==> src/sv/assert_macros.svh <==
// ----------------------------------------------------------------------------
// Assertion macros
// Shared concurrent assertion wrappers on clk_i / rst_ni.
// ----------------------------------------------------------------------------
`ifndef ASSERT_MACROS_SVH
`define ASSERT_MACROS_SVH

// checked only out of reset
`define RRV_ASSERT(lbl, prop) \
  lbl: assert property (@(posedge clk_i) disable iff (!rst_ni) (prop)) \
    else $error("assertion failed");

// checked on every edge, reset included
`define RRV_ASSERT_ALWAYS(lbl, prop) \
  lbl: assert property (@(posedge clk_i) (prop)) else $error("assertion failed");

`endif

==> src/sv/rrv_pkg.sv <==
// ----------------------------------------------------------------------------
// rrv_pkg
// Shared types and constants of the rounded rectangle vertex generator.
// ----------------------------------------------------------------------------
`default_nettype none

package rrv_pkg;

  localparam int unsigned MaxPoints  = 1024;
  localparam int unsigned FifoDepth  = 4;
  localparam int unsigned NumSteps   = 6;

  localparam logic [1:0] RegWidth  = 2'd0;
  localparam logic [1:0] RegHeight = 2'd1;
  localparam logic [1:0] RegRadius = 2'd2;
  localparam logic [1:0] RegCount  = 2'd3;

  localparam logic [30:0] HalfPiQ30 = 31'd1686629713;
  localparam logic [30:0] OneQ30    = 31'h4000_0000;

  localparam logic [7:0]  SIN_DIV [5] = '{8'd110, 8'd72, 8'd42, 8'd20, 8'd6};
  localparam logic [31:0] SIN_RCP [5] = '{32'd39045157, 32'd59652323, 32'd102261126,
                                          32'd214748364, 32'd715827882};
  localparam logic [7:0]  COS_DIV [6] = '{8'd132, 8'd90, 8'd56, 8'd30, 8'd12, 8'd2};
  localparam logic [31:0] COS_RCP [6] = '{32'd32537631, 32'd47721858, 32'd76695844,
                                          32'd143165576, 32'd357913941, 32'd2147483648};

  typedef struct packed {
    logic [1:0]  corner;
    logic [1:0]  idx2;
    logic [16:0] frac;
  } item_t;

  typedef struct packed {
    logic [15:0] w;
    logic [15:0] h;
    logic [15:0] r;
    logic        rounded;
  } geom_t;

  typedef struct packed {
    logic [29:0] x;
    logic [29:0] x2;
    logic [1:0]  corner;
    logic [1:0]  idx2;
    logic        swap;
  } meta_t;

endpackage

`default_nettype wire

==> src/sv/rrv_fifo.sv <==
// ----------------------------------------------------------------------------
// rrv_fifo
// Short register queue between index front end and trig back end.
// ----------------------------------------------------------------------------
`default_nettype none
`include "assert_macros.svh"

module rrv_fifo (
  input  wire logic           clk_i,
  input  wire logic           rst_ni,
  input  wire logic           push_i,
  input  wire rrv_pkg::item_t push_data_i,
  input  wire logic           pop_i,
  output rrv_pkg::item_t      head_o,
  output logic                full_o,
  output logic                empty_o
);

  rrv_pkg::item_t mem_q [rrv_pkg::FifoDepth];
  logic [$clog2(rrv_pkg::FifoDepth)-1:0] wptr_q, rptr_q;
  logic [$clog2(rrv_pkg::FifoDepth):0]   count_q;

  assign full_o  = (count_q == ($clog2(rrv_pkg::FifoDepth)+1)'(rrv_pkg::FifoDepth));
  assign empty_o = (count_q == '0);
  assign head_o  = mem_q[rptr_q];

  always_ff @(posedge clk_i) begin
    if (push_i) begin
      mem_q[wptr_q] <= push_data_i;
    end
  end

  always_ff @(posedge clk_i or negedge rst_ni) begin
    if (!rst_ni) begin
      wptr_q  <= '0;
      rptr_q  <= '0;
      count_q <= '0;
    end else begin
      if (push_i) wptr_q <= wptr_q + 1'b1;
      if (pop_i)  rptr_q <= rptr_q + 1'b1;
      if (push_i && !pop_i)      count_q <= count_q + 1'b1;
      else if (pop_i && !push_i) count_q <= count_q - 1'b1;
    end
  end

  `RRV_ASSERT(a_no_overflow, !(push_i && full_o && !pop_i))
  `RRV_ASSERT(a_no_underflow, !(pop_i && empty_o))

endmodule

`default_nettype wire

==> config.mk <==
export PLATFORM = sky130hd
export DESIGN_NAME = rrv_fifo
export DESIGN_NICKNAME = d
export VERILOG_FILES = /design/src/sv/rrv_pkg.sv /design/src/sv/rrv_fifo.sv
export VERILOG_INCLUDE_DIRS = /design/src /design/src/sv
export SDC_FILE = /design/constraint.sdc
export NUM_CORES = 1
export LEC_CHECK = 0
export BUFFER_PORTS_ARGS = -buffer_cell sky130_fd_sc_hd__buf_4
export CAP_MARGIN = 20
export CORE_UTILIZATION = 51
export DETAILED_ROUTE_END_ITERATION = 12
export HOLD_SLACK_MARGIN = 0.06
export PLACE_DENSITY_LB_ADDON = 0.25
export SYNTH_ARGS = -nofsm -noshare
export SYNTH_HDL_FRONTEND = slang
export SYNTH_SLANG_ARGS = --single-unit
==> constraint.sdc <==
create_clock -name clk_i -period 1.6 [get_ports clk_i]
set_input_delay 0.08 -clock clk_i [delete_from_list [all_inputs] [get_ports clk_i]]
set_output_delay 0.08 -clock clk_i [all_outputs]
set_load 0.01 [all_outputs]
======== Word level (Yosys, flattened, before mapping) ========
Memory sizes are Yosys's and may differ from the RTL's.
Index checks and enable logic that the tools add are counted.
storage, ports and cells
  flip-flop bits (word level) ............. 7
  memory bits (writable) .................. 84
  input port bits ......................... 25
  output and inout port bits .............. 23
  logic and storage cells ................. 19
  memories ................................ 1
memory list
  name   words  bits a word  rd ports  clocked after memory_dff  wr ports  RTL line        source
  mem_q  4      21           1         0                         1         rrv_fifo.sv:19  rrv_pkg::item_t mem_q [rrv_pkg::FifoDepth];
cells by class
  $add $sub $neg .......................... 4
  equal/unequal tests ..................... 1
  multiplexer cells ....................... 4
  reduce and logical (&&, ||, !) cells .... 6
operators with widths
  operator               number
  $mux W3                2
  $add A2 B1 Y2 const B  2
  $add A3 B1 Y3 const B  1
  $eq A3 B3 Y1 const B   1
  $logic_not A3 Y1       1
  $sub A3 B1 Y3 const B  1
  $logic_and A1 B1 Y1    2
  $logic_not A1 Y1       2
  $mux W1                2
  $reduce_bool A2 Y1     1

======== Logic depth before layout (Yosys ltp) ========
  depth after elaboration ................. 4
  gate-level depth with buffers ........... 7

======== Worst setup path after synthesis ========
No wires, ideal clock.
  path kind ............................... flip-flop to flip-flop
  from .................................... reg wptr_q[0] (netlist name)
  to ...................................... mem mem_q[0][0] (netlist name), enable pin
  setup time .............................. 379 ps
  arrival ................................. 1164 ps
  data required time ...................... 1221 ps
  slack ................................... 57 ps
  stages on the path, launching flop included .. 4
  buffers on the path ..................... 0
  clock period less this slack ............ 1543 ps
  path through ............................ dfrtp_1 -> inv_1 -> ha_1 -> and2_1
RTL lines
  what                    RTL line        source
  start, declared         rrv_fifo.sv:20  logic [$clog2(rrv_pkg::FifoDepth)-1:0] wptr_q, rptr_q;
  start signal, assigned  rrv_fifo.sv:39  if (push_i) wptr_q <= wptr_q + 1'b1;
  end, declared           rrv_fifo.sv:19
Straight into the memory's write port.

==> out/metrics.cfg <==
[run_status]
status=finished with violations
violations=design-rule violations, negative setup slack

[setup_path]
critPathMaxFanout=5
r2r-end=mem_q[2][7]$_DFFE_PP_
crit_path_start_kind=flip-flop
cp-end-kind=output port
crit-reg2reg-launch=wptr_q[0]$_DFFE_PN0P_
ff2ff_setup_slack_ps=180
cp.arrival_ps=1640
cp.required_ps=1520
rr_worst_depth=4
criticalPathCategory=reg -> out

[power]
switchingPower_uw=2220
combPwrFrac_pct=36.2
vdd_drop_max_mv=1.06
power.density_nw_per_um2=1770
swShare_pct=27.6
p_clk_share_pct=22.3
seqPwrFrac_pct=41.5
p_leak_uw=0.00166
p_int_uw=5820

[sta]
max_freq_ghz=0.583
slew_viol_final=0
setup_tns_ps=-1770
worst_pin_slew_ps=240
rsz0062_at_grt=yes
clock-skew-final_ps=11.1
slew_headroom_pct=83.9
hold_viol=0
min_period_over_period_pct=107
worst_slack_ps=-116
layout_min_cycle_time_ps=1720
setup_violations=21

[cells_and_area]
fillers=398
layout-drive-gt1-share_pct=42.1
fin_util_pct=70.3
syn2layout_area_growth_pct=31.4
n_antenna_cell=0
nets=268

[yosys]
yosysMostFrequentCell=edfxtp_1
async_reset_ff_share_pct=7.69
synth_top_flop_cell=edfxtp_1
synth_common_cells=edfxtp_1 (84), mux4_2 (18), dfrtp_1 (7)
ys_warn_count=0
syn_inst=144
synth_nets=175
synth.top_cell.area_share_pct=72.9
ys_ff_latch=91
ys_seq_area_share_pct=78.0
ys_top_cells_by_area=edfxtp_1 (73%), mux4_2 (12%), dfrtp_1 (5.1%)
synth_cell_type_count=19
synthesis.area_sq_um=3460
synth_area_leader_cell=edfxtp_1
syn_avg_cell_area_sq_um=24.0
synth_edf_count=84

[routing]
drt_iter0_drc=105
via_per_inst=5.44
firstDrtPassIters=8
ant_nets=0
vias=1734
wirelength_mm=6.18
drcViolationCount=2
wire_per_inst_um=19.4

[grt]
antenna_found_initial=0
grt_max_degree=16
grt_overflow=0
grt_pass1_wl_mm=9.86
grt_pass1_vias=1937
track_usage_pct=19.3

[clock_tree]
clk_latency_ps=350
numCtsBuffers=9
htree_levels=3
cts.sinks=91
cts_tree=built
cts_root_buf=clkbuf_8
clkTransAtPathRegs_ps=90
cts_max_path_buffers=2

[floorplan]
io-pin-count=48
die_height_um=84.3
rows=29
design.die.area_sq_um=7110
die_w_um=84.3
floorplan.core_area_sq_um=6460
start_util_pct=53.5

[placed_design]
port_buffers=47
dp_hpwl_mm=3.71
dp_slack_ps=179
gp_congestion=0.673

[min_path]
hold_class=in -> async

[job]
maxCapViolations=0

==> cells in the final DEF (no fill, tap or decap), drive strengths merged <==
| cell type | n |
|---|---|
| nor3b | 1 |
| nand2 | 2 |
| buf | 63 |
| ha | 5 |
| and2 | 4 |
| o21ai | 1 |
| mux2 | 1 |
| fa | 1 |
| dlygate4sd3 | 24 |
| xnor2 | 2 |
| dfrtp | 7 |
| nor2 | 1 |
| inv | 5 |
| edfxtp | 84 |
| mux4 | 21 |
| nor3 | 1 |
| clkinv | 3 |
| clkbuf | 9 |
| xor2 | 4 |
| bufinv | 3 |
==> routing by layer <==
| layer | vias up | GRT usage [%] | part of all wire [%] |
|---|---|---|---|
| li1 | 768 | - | - |
| met3 | 4 | 5.90 | 4.6 |
| met5 | - | 0 | 0 |
| met2 | 58 | 32.4 | 52 |
| met1 | 904 | 24.2 | 43 |
| met4 | 0 | 6.93 | 0.65 |
==> power groups by stage <==
stage | Clock [uW] | Combinational (uW) | Sequential, uW
2_1_floorplan | 0 | 1520 | 3310
3_3_place_gp | 0 | 2420 | 3320
3_5_place_dp | 0 | 2500 | 3370
4_1_cts | 1820 | 3150 | 3330
5_1_grt | 1920 | 3110 | 3380
6_report | 1790 | 2910 | 3340
==> worst max-delay path, stage by stage, from the launching register on <==
cell and delay [ps]:
dfrtp_2 440, buf_6 170, mux4_2 530, buf_6 140
==> timing repair <==
item,4_1_cts,5_1_grt
pin swaps,0,2
gates resized for setup,30,2
endpoints found under the hold margin,95,0
buffers inserted,5,1
cloned,2,0
endpoints found under the setup margin,21,22
hold buffers,24,0
==> cells by family after synthesis <==
group                    synth area share, %
buffers and inverters                   2.21
multiplexers                            14.3
flip-flops                              78.0
AND/OR/NAND/NOR                         1.41
AO/OA/AOI/OAI                          0.145
adder cells (fa/ha/maj)                 2.39
XOR/XNOR                                1.52
==> metrics by stage <==
step / area, sq um / hold slack, ps / power (uW) / cells
final: 4540 / 72.7 / 8040 / 319
after global routing: 4540 / 68.4 / 8410 / 319
after CTS: 4610 / 68.4 / 8300 / 322
after detailed placement: 3960 / -99.9 / 5870 / 275
after global placement: 3960 / -104 / 5740 / 275
after floorplan: 3460 / -216 / 4830 / 144
==> cell type report <==
class                      instances  area (sq um)  area share, %
sequential                        91          2700           59.4
clock buffer                       9           124           2.73
clock inverter                     7           115           2.53
multi-input combinational         44           678           14.9
timing repair buffer              87           816           18.0
tap                               77          96.3           2.12
inverter                           4          15.0          0.330
==> how the worst max path moves through the flow <==
stage                                      from               endpoint  slack [ps]  cells after the start
after global routing      rptr_q[0]$_DFFE_PN0P_             head_o[18]        -190                      3
after CTS                 rptr_q[0]$_DFFE_PN0P_              head_o[0]        -170                      4
after global placement    rptr_q[0]$_DFFE_PN0P_              head_o[7]         210                      3
after detailed placement  rptr_q[0]$_DFFE_PN0P_             head_o[16]         180                      3
after floorplan           wptr_q[0]$_DFFE_PN0P_  mem_q[0][0]$_DFFE_PP_          60                      3
final                     rptr_q[0]$_DFFE_PN0P_             head_o[12]        -120                      3
==> state kept, by name, summed over array words and instances (netlist names) <==
name / flops
count_q: 3
mem_q: 84
rptr_q: 2
wptr_q: 2
(Power assumes the default switching activity.)
