File: config.mk
export PLATFORM = sky130hd
export DESIGN_NAME = rrv_front
export DESIGN_NICKNAME = d
export VERILOG_FILES = /design/src/sv/rrv_pkg.sv /design/src/sv/rrv_front.sv
export VERILOG_INCLUDE_DIRS = /design/src /design/src/sv
export SDC_FILE = /design/constraint.sdc
export NUM_CORES = 1
export LEC_CHECK = 0
export ABC_AREA = 0
export CORE_UTILIZATION = 45
export CTS_CLUSTER_DIAMETER = 60
export DETAILED_ROUTE_END_ITERATION = 16
export DONT_BUFFER_PORTS = 1
export HOLD_SLACK_MARGIN = 0.1
export SYNTH_ARGS = -nofsm -noshare
export SYNTH_HDL_FRONTEND = slang
export SYNTH_SLANG_ARGS = --single-unit
File: constraint.sdc
create_clock -name clk_i -period 17 [get_ports clk_i]
set_input_delay 1.7 -clock clk_i [delete_from_list [all_inputs] [get_ports clk_i]]
set_output_delay 1.7 -clock clk_i [all_outputs]
set_load 0.05 [all_outputs]
File: src/sv/assert_macros.svh
// ----------------------------------------------------------------------------
// Assertion macros
// Shared concurrent assertion wrappers on clk_i / rst_ni.
// ----------------------------------------------------------------------------
`ifndef ASSERT_MACROS_SVH
`define ASSERT_MACROS_SVH

// checked only out of reset
`define RRV_ASSERT(lbl, prop) \
  lbl: assert property (@(posedge clk_i) disable iff (!rst_ni) (prop)) \
    else $error("assertion failed");

// checked on every edge, reset included
`define RRV_ASSERT_ALWAYS(lbl, prop) \
  lbl: assert property (@(posedge clk_i) (prop)) else $error("assertion failed");

`endif

File: src/sv/rrv_pkg.sv
// ----------------------------------------------------------------------------
// rrv_pkg
// Shared types and constants of the rounded rectangle vertex generator.
// ----------------------------------------------------------------------------
`default_nettype none

package rrv_pkg;

  localparam int unsigned MaxPoints  = 1024;
  localparam int unsigned FifoDepth  = 4;
  localparam int unsigned NumSteps   = 6;

  localparam logic [1:0] RegWidth  = 2'd0;
  localparam logic [1:0] RegHeight = 2'd1;
  localparam logic [1:0] RegRadius = 2'd2;
  localparam logic [1:0] RegCount  = 2'd3;

  localparam logic [30:0] HalfPiQ30 = 31'd1686629713;
  localparam logic [30:0] OneQ30    = 31'h4000_0000;

  localparam logic [7:0]  SIN_DIV [5] = '{8'd110, 8'd72, 8'd42, 8'd20, 8'd6};
  localparam logic [31:0] SIN_RCP [5] = '{32'd39045157, 32'd59652323, 32'd102261126,
                                          32'd214748364, 32'd715827882};
  localparam logic [7:0]  COS_DIV [6] = '{8'd132, 8'd90, 8'd56, 8'd30, 8'd12, 8'd2};
  localparam logic [31:0] COS_RCP [6] = '{32'd32537631, 32'd47721858, 32'd76695844,
                                          32'd143165576, 32'd357913941, 32'd2147483648};

  typedef struct packed {
    logic [1:0]  corner;
    logic [1:0]  idx2;
    logic [16:0] frac;
  } item_t;

  typedef struct packed {
    logic [15:0] w;
    logic [15:0] h;
    logic [15:0] r;
    logic        rounded;
  } geom_t;

  typedef struct packed {
    logic [29:0] x;
    logic [29:0] x2;
    logic [1:0]  corner;
    logic [1:0]  idx2;
    logic        swap;
  } meta_t;

endpackage

`default_nettype wire

File: src/sv/rrv_front.sv
// ----------------------------------------------------------------------------
// rrv_front
// Splits the vertex index into corner and arc step, then the step into an
// angle fraction, with two pipelined restoring dividers.
// ----------------------------------------------------------------------------
`default_nettype none
`include "assert_macros.svh"

module rrv_front (
  input  wire logic           clk_i,
  input  wire logic           rst_ni,
  input  wire logic           in_valid_i,
  output logic                in_stall_o,
  input  wire logic [9:0]     vertex_index_i,
  input  wire logic [8:0]     arc_len_i,
  input  wire logic [7:0]     arc_div_i,
  input  wire logic           full_i,
  output logic                push_o,
  output rrv_pkg::item_t      push_data_o
);

  logic en;

  logic [9:0] v1_q;
  logic [9:0] idx_q  [10];
  logic [7:0] rem1_q [10];
  logic [9:0] quo1_q [10];

  logic [17:0] v2_q;
  logic [7:0]  rem2_q [18];
  logic [16:0] quo2_q [18];
  logic [1:0]  cor_q  [18];
  logic [1:0]  ix_q   [18];
  logic        kb_q;

  assign en          = !(v2_q[17] && full_i);
  assign in_stall_o  = !en;
  assign push_o      = v2_q[17] && !full_i;
  assign push_data_o = '{corner: cor_q[17], idx2: ix_q[17], frac: quo2_q[17]};

  always_ff @(posedge clk_i or negedge rst_ni) begin
    if (!rst_ni) begin
      v1_q <= '0;
      v2_q <= '0;
    end else if (en) begin
      v1_q <= {v1_q[8:0], in_valid_i};
      v2_q <= {v2_q[16:0], v1_q[9]};
    end
  end

  always_ff @(posedge clk_i) begin
    if (en) begin
      idx_q[0]  <= vertex_index_i;
      rem1_q[0] <= '0;
      quo1_q[0] <= '0;
    end
  end

  for (genvar j = 0; j < 10; j++) begin : g_div1
    logic [8:0] tmp;
    logic       ge;
    logic [8:0] nrem;
    logic [9:0] nquo;
    assign tmp  = {rem1_q[j], idx_q[j][9-j]};
    assign ge   = (tmp >= arc_len_i);
    assign nrem = ge ? (tmp - arc_len_i) : tmp;
    assign nquo = {quo1_q[j][8:0], ge};
    if (j < 9) begin : g_mid
      always_ff @(posedge clk_i) begin
        if (en) begin
          idx_q[j+1]  <= idx_q[j];
          rem1_q[j+1] <= nrem[7:0];
          quo1_q[j+1] <= nquo;
        end
      end
    end else begin : g_last
      always_ff @(posedge clk_i) begin
        if (en) begin
          rem2_q[0] <= {1'b0, nrem[7:1]};
          kb_q      <= nrem[0];
          quo2_q[0] <= '0;
          cor_q[0]  <= (nquo > 10'd3) ? 2'd3 : nquo[1:0];
          ix_q[0]   <= idx_q[j][1:0];
        end
      end
    end
  end

  for (genvar j = 0; j < 17; j++) begin : g_div2
    logic [8:0] tmp;
    logic       ge;
    logic [8:0] nrem;
    assign tmp  = {rem2_q[j], (j == 0) ? kb_q : 1'b0};
    assign ge   = (tmp >= {1'b0, arc_div_i});
    assign nrem = ge ? (tmp - {1'b0, arc_div_i}) : tmp;
    always_ff @(posedge clk_i) begin
      if (en) begin
        rem2_q[j+1] <= nrem[7:0];
        quo2_q[j+1] <= {quo2_q[j][15:0], ge};
        cor_q[j+1]  <= cor_q[j];
        ix_q[j+1]   <= ix_q[j];
      end
    end
  end

  `RRV_ASSERT(a_stall_on_full, (v2_q[17] && full_i) |-> (in_stall_o && !push_o))

endmodule

`default_nettype wire

* Word-level counts from Yosys, hierarchy flattened *
Memory sizes are Yosys's and may differ from the RTL's.
Cells that the tools add are included.

storage, ports and cells
  flip-flop bits (word level) = 29
  bits in writable memories = 802
  input bits = 31
  output and inout bits = 23
  memories = 7

memory list
  name             depth  bits a word  read ports  clocked after Yosys merged registers in  write ports  line             RTL
  quo2_q           18     17           18          0                                        18           rrv_front.sv:31  logic [16:0] quo2_q [18];
  rem2_q           18     8            17          0                                        18           rrv_front.sv:30  logic [7:0] rem2_q [18];
  idx_q            10     10           10          0                                        10           rrv_front.sv:25  logic [9:0] idx_q [10];
  quo1_q           10     10           10          0                                        10           rrv_front.sv:27  logic [9:0] quo1_q [10];
  rem1_q           10     8            10          0                                        10           rrv_front.sv:26  logic [7:0] rem1_q [10];
  cor_q            18     2            18          0                                        18           rrv_front.sv:32  logic [1:0] cor_q [18];
  1 more memories  -      -            -           -                                        -            -

operators by class
  add/subtract/negate cells = 27
  magnitude comparators = 28
  mux-type cells = 29
  reductions and logical operators = 3

operators by type and width
  cell                                                             count
  two-way mux 8 bit                                                27
  subtractor 8 bit                                                 27
  >= comparator 9 x 8 -> 1 bit                                     17
  >= comparator 9 bit                                              10
  greater-than comparator 10 x 2 -> 1 bit (second input constant)  1
  logical AND 1 bit                                                2
  two-way mux 2 bit                                                1
  logical NOT 1 bit                                                1
  two-way mux 1 bit                                                1

* Longest topological paths before layout *
Gate-level depths: netlist of run 1.
An unclocked memory read counts as a cell.

  depth after elaboration = 4
  depth in mapped cells = 12
  mapped depth without buffers = 9

* Worst setup path before layout of run 1 *
Ideal clock, no wire load.

  kind = input -> output
  start = input port full_i
  end = output port in_stall_o
  data arrival time = 21.202 ns
  data required time = 15.300 ns
  slack = -5.902 ns
  stages on the path = 3
  path through = nand2_1 > clkbuf_1 > inv_1

on the way
  cells in the longest elaborated chain, start to end = 1

ends and longest elaborated chain
  element            line             RTL
  start, declared    rrv_front.sv:17  input wire logic full_i,
  logical AND 1 bit  rrv_front.sv:36  assign en = !(v2_q[17] && full_i);
  end, declared      rrv_front.sv:13  output logic in_stall_o,

Every way passes these cells.

==> results.json, run 1 <==
{
  "route.final.wire_length_um": 51100,
  "clock_latency_ns": 0.59,
  "synth_fp_nets": 2338,
  "numClockSinks": 562,
  "floorplan.io_pins": 54,
  "setup-violations-final": 0,
  "die_width_um": 251,
  "worst_setup_path_start_kind": "input port",
  "dp_hpwl_um": 32300,
  "yosys-top-cells-count": "edfxtp_1, ha_1, a21oi_1",
  "timing.max_cap.violations": 0,
  "required_time_reported_for_the_critical_path_endpoint_ns": 17.20,
  "globalRouteMet3Util_pct": 2.74,
  "routedWlPerCell_um": 17.2,
  "number_of_enable_flip_flop_cells_after_synthesis": 534,
  "gp_congestion": 0.846,
  "grtUsageTotal_pct": 16.6,
  "grt_first_pass_wirelength_um": 83200,
  "yosys.cell_types.count": 58,
  "crit_type": "input port to register",
  "cts_setup_buffers": 0,
  "effective_utilization_at_floorplan_pct": 45.8,
  "fp-row-count": 90,
  "synth.yosys.seq_area_share_pct": 60.1,
  "crit_path_cell_trace": "nand2_4, buf_4, buf_4, buf_4",
  "summed_instance_area_of_the_synthesized_netlist_um2": 27900,
  "die_boundary_height_um": 251,
  "postCtsHoldBufs": 0,
  "worst_setup_path_end_kind": "register",
  "drt-initial-drc-count": 1081,
  "hold_ws_ns": 0.396,
  "critical_path.slowest_cell": "buf_4",
  "power_per_cell_area_nw_per_um2": 210,
  "finalClockSkew_ns": 0.0229,
  "post_dp_cell_area_um2": 28900,
  "antenna_violations_before_repair": 0,
  "global_route.usage.met1_pct": 21.9,
  "ctsHtreeMaxLevel": 3,
  "synth_async_sr_flop_share_pct": 4.98,
  "total_drc_errors_in_the_routed_layout": 0,
  "vias_per_cell": 5.46,
  "max_slew_margin_pct": 28.2,
  "critPathMaxFanout": 81,
  "global_route.peak_usage_layer": "met2",
  "synthFlopType": "edfxtp_1",
  "worstReg2RegStart": "v2_q[17]",
  "ir_drop_uv": 92.3,
  "rsz_0062_raised_after_global_routing": "no",
  "synth.yosys.warnings": 0,
  "grt_pass1_vias": 16200,
  "fp.dieArea_um2": 62900,
  "area.growth.synth_to_final_pct": 12.2,
  "worst_reg2reg_path_endpoint": "quo2_q[11][9]",
  "timing.final.crit_share_pct": 27.9,
  "status": "finished clean",
  "synth_area_leaders": "edfxtp_1, ha_1, mux2_2, a21oi_1, o21ai_0",
  "ffs_latches_synth": 562,
  "num-nets-final": 2406,
  "length_of_the_first_detailed_routing_pass_in_iterations": 7,
  "path_clk_slew_ns": 0.06,
  "fmaxAchievable_mhz": 211,
  "critical_path.max_stage_delay_ns": 0.92,
  "post-route-min-period_ns": 4.74,
  "final_core_util_pct": 51.4,
  "p_leak_nw": 11.9,
  "post-synth-top-count-cell": "edfxtp_1",
  "worst-slew-pin-transition_ns": 1.08,
  "avgSynthCellArea_um2": 13.5,
  "design_area_um2": 31300,
  "worstHoldStart": "quo2_q[7][2]",
  "numPortBuffers": 0,
  "timing_hold_violations_final": 0,
  "hold_path_class": "register to register",
  "min_delay_path_depth": 0,
  "grt.overflow.total": 0,
  "worstPathArrival_ns": 4.94,
  "holdPathEnd": "quo2_q[8][3]",
  "post-layout-total-power_w": 0.00658,
  "final_layout_size_suffix_gt1_share_pct": 12.0,
  "synth_top_area_share_pct": 57.5,
  "path_common_cell": "buf_4",
  "clockRootBuffer": "clkbuf_16",
  "maximum_number_of_pins_on_one_net_before_global_route_repair": 86,
  "tritoncts": "yes",
  "floorplan.core_area_um2": 60800,
  "route.vias.total": 16200,
  "synth_largest_area_cell": "edfxtp_1",
  "cts_resized": 0,
  "globalRouteMet2Util_pct": 27.5,
  "ff2ff_setup_slack_ns": 12.94,
  "antenna_cells": 0,
  "worst_r2r_path_depth": 4,
  "numCtsBuffers": 67,
  "cts-root-to-sink-buffers": 3,
  "slew_violations": 0,
  "postSynthCellCount": 2064,
  "final_antenna_net_count": 0,
  "totalNegativeSetupSlack_ns": 0
}
[worst max-delay path, delay by kind of cell]
kind / cells / cell delay, ns
buffers and inverters: 3 / 2.51
AND/OR/NAND/NOR: 1 / 0.52
[cell type report]
cell class | instances | area [um^2]
clock buffers | 76 | 1770
clock inverters | 45 | 581
fillers | 5079 | 29500
inverters | 88 | 330
multi-input cells | 1393 | 10700
flip-flops and latches | 562 | 16700
well taps | 782 | 978
repair buffers | 20 | 150
[sequential cells by signal (all words and copies together), names as in the netlist]
name	count
quo2_q	153
rem2_q	135
rem1_q	72
idx_q	56
quo1_q	45
cor_q	36
ix_q	36
v2_q	18
v1_q	10
kb_q	1
[where the power goes]
part           internal [W]  switching (W)  leakage (nW)
Sequential          0.00243       0.000338          5.63
Combinational       0.00104        0.00126          5.08
Clock              0.000940       0.000571          1.14
Total               0.00441        0.00217          11.9
[layout by cell type, fill, tap and decap left out, types with 28 or more instances in the layout]
master     instances
xnor2_1           64
nor2b_1           46
dfrtp_1           28
nand2_1           96
nor2_1           126
edfxtp_1         534
xor2_1            45
nor3_1            28
mux2_2           120
a21oi_1          171
clkbuf_16         70
ha_1             218
inv_1             87
o21ai_0          168
[worst max path at each step]
stage,startpoint,to,cells past startpoint
2_1_floorplan,full_i,in_stall_o,3
3_3_place_gp,full_i,rem1_q[9][2],4
3_5_place_dp,full_i,rem1_q[9][2],4
4_1_cts,full_i,quo2_q[11][9],4
5_1_grt,full_i,quo2_q[11][9],4
6_report,full_i,quo2_q[11][9],4
[per-stage QoR]
| step | setup slack [ns] | cells |
|---|---|---|
| 6_report | 12.26 | 2966 |
| 5_1_grt | 11.95 | 2966 |
| 4_1_cts | 12.24 | 2966 |
| 2_1_floorplan | 4.39 | 2064 |
| 3_3_place_gp | 11.72 | 2845 |
| 3_5_place_dp | 11.60 | 2845 |
[layer usage]
layer | routed length [um] | vias up
li1 | - | 7986
met1 | 23800 | 7861
met2 | 24300 | 247
met3 | 1750 | 92
met4 | 1180 | 0
met5 | 0 | -
[cell families (layout without fill, tap and decap cells)]
kind of cell             after synthesis  in the layout  synth area share, %
AO/OA/AOI/OAI                        498            498                 10.7
XOR/XNOR                             109            109                 3.43
adder cells (fa/ha/maj)              243            243                 11.6
buffers and inverters                109            229                 1.51
flip-flops                           562            562                 60.1
multiplexers                         141            141                 5.60
AND/OR/NAND/NOR                      402            402                 7.09
Power figures use the tool's default switching activity.
==> inputs of run 2 (changes only) <==
==> constraint.sdc (replaced) <==
create_clock -name clk_i -period 4.9 [get_ports clk_i]
set_input_delay 0.49 -clock clk_i [delete_from_list [all_inputs] [get_ports clk_i]]
set_output_delay 0.49 -clock clk_i [all_outputs]
set_load 0.05 [all_outputs]
==> results.json, run 2 (synthesis gave the netlist of run 1 again) <==
{
  "routedWlPerCell_um": 17.4,
  "fill_cells": 5100,
  "post_dp_cell_area_um2": 29000,
  "max_flop_register": "quo2_q",
  "final_layout_size_suffix_gt1_share_pct": 11.4,
  "post-route-min-period_ns": 2.94,
  "design_area_um2": 31200,
  "worst-slew-pin-transition_ns": 1.11,
  "final_antenna_net_count": 0,
  "final_core_util_pct": 51.3,
  "drt-initial-drc-count": 1067,
  "timing.final.crit_share_pct": 60.0,
  "route.vias.total": 16300,
  "timing.max_cap.violations": 0,
  "critPathMaxFanout": 17,
  "tritoncts": "yes",
  "antenna_cells": 0,
  "setup-violations-final": 0,
  "slew_violations": 0,
  "rsz_0062_raised_after_global_routing": "no",
  "effective_utilization_at_floorplan_pct": 45.8,
  "numClockSinks": 562,
  "power_per_cell_area_nw_per_um2": 714,
  "worst_setup_path_start_kind": "input port",
  "status": "finished clean",
  "clockRootBuffer": "clkbuf_16",
  "floorplan.core_area_um2": 60800,
  "path_clk_slew_ns": 0.06,
  "route.final.wire_length_um": 52000,
  "maximum_number_of_pins_on_one_net_before_global_route_repair": 112,
  "required_time_reported_for_the_critical_path_endpoint_ns": 5.25,
  "dp_hpwl_um": 33500,
  "die_width_um": 251,
  "worstPathArrival_ns": 3.29,
  "timing_hold_violations_final": 0,
  "grt.overflow.total": 0,
  "max_ffs_per_register": 153,
  "worst_setup_path_end_kind": "register",
  "num-nets-final": 2425,
  "hold_path_class": "input port to register",
  "vias_per_cell": 5.47,
  "largestRegisters": "quo2_q (153), rem2_q (135), rem1_q (72)",
  "ctsHtreeMaxLevel": 3,
  "max_slew_margin_pct": 25.4,
  "numPortBuffers": 0,
  "cts_setup_buffers": 0,
  "floorplan.io_pins": 54,
  "grt_first_pass_wirelength_um": 83800,
  "layout_common_cells": "edfxtp_1, ha_1, a21oi_1",
  "length_of_the_first_detailed_routing_pass_in_iterations": 5,
  "ir_drop_uv": 364,
  "numCtsBuffers": 67,
  "crit_type": "input port to register",
  "cts-root-to-sink-buffers": 3,
  "totalNegativeSetupSlack_ns": 0,
  "die_boundary_height_um": 251,
  "fmaxAchievable_mhz": 340,
  "hold_ws_ns": 0.194,
  "fp.dieArea_um2": 62900,
  "antenna_violations_before_repair": 0,
  "finalClockSkew_ns": 0.0227,
  "grtUsageTotal_pct": 16.8,
  "mostFrequentLayoutCell": "edfxtp_1",
  "gp_congestion": 0.869,
  "p_leak_nw": 11.8,
  "area.growth.synth_to_final_pct": 12.0,
  "clock_latency_ns": 0.61,
  "fp-row-count": 90,
  "total_drc_errors_in_the_routed_layout": 0,
  "grt_pass1_vias": 16200
}
run 2: power breakdown:
group	switching [W]	internal, W	leakage (nW)
Combinational	0.00441	0.00365	5.19
Sequential	0.00116	0.00843	5.63
Clock	0.00192	0.00273	1.01
run 2: timing repair:
action | 4_1_cts | 5_1_grt
endpoints found under the hold margin | 41 | 0
hold buffers | 14 | 0
resized for setup | 0 | 0
setup endpoints to repair | 0 | 0
run 2: cell type report:
cell class,count,area [um^2],share of cell area [%]
Inverter,88,330,1.06
Multi-Input combinational cell,1393,10700,34.3
Clock inverter,37,304,0.974
Sequential cell,562,16700,53.6
Tap cell,782,978,3.13
Clock buffer,83,1760,5.63
Timing Repair Buffer,39,388,1.24
run 2: per-stage QoR:
stage	total power (W)	cells	setup WS, ns
floorplan	0.0158	2064	0.676
global placement	0.0174	2850	1.42
detailed placement	0.0177	2850	1.33
CTS	0.0225	2984	1.98
global route	0.0239	2984	1.81
finish	0.0223	2984	1.96
run 2: final timing paths:
check	from	endpoint	slack (ns)	cells after the start
min in group asynchronous	rst_ni	v1_q[1]	0.33	2
worst max register to register	rem2_q[7][0]	rem2_q[8][5]	1.98	7
max in group asynchronous	rst_ni	v2_q[14]	4.41	2
worst min register to register	quo2_q[6][1]	quo2_q[7][2]	0.40	0
worst max-delay path	arc_div_i[1]	rem2_q[8][5]	1.96	8
worst min-delay path	arc_len_i[2]	rem1_q[1][4]	0.19	2
run 2: critical path: stages:
cell and delay (ns):
inv_1 0.52, ha_1 0.38, ha_1 0.19, a211o_1 0.23
a21o_1 0.19, a31oi_1 0.80, inv_1 0.16, mux2_2 0.31
run 2: routing by layer:
layer / wire length, um / part of all wire (%) / track usage (%) / vias up
met5: 0 / 0 / 0 / -
met4: 1660 / 3.2 / 6.32 / 0
met3: 1940 / 3.7 / 3.27 / 105
met2: 24300 / 47 / 27.2 / 294
met1: 24100 / 46 / 22.3 / 7909
li1: - / - / - / 8007
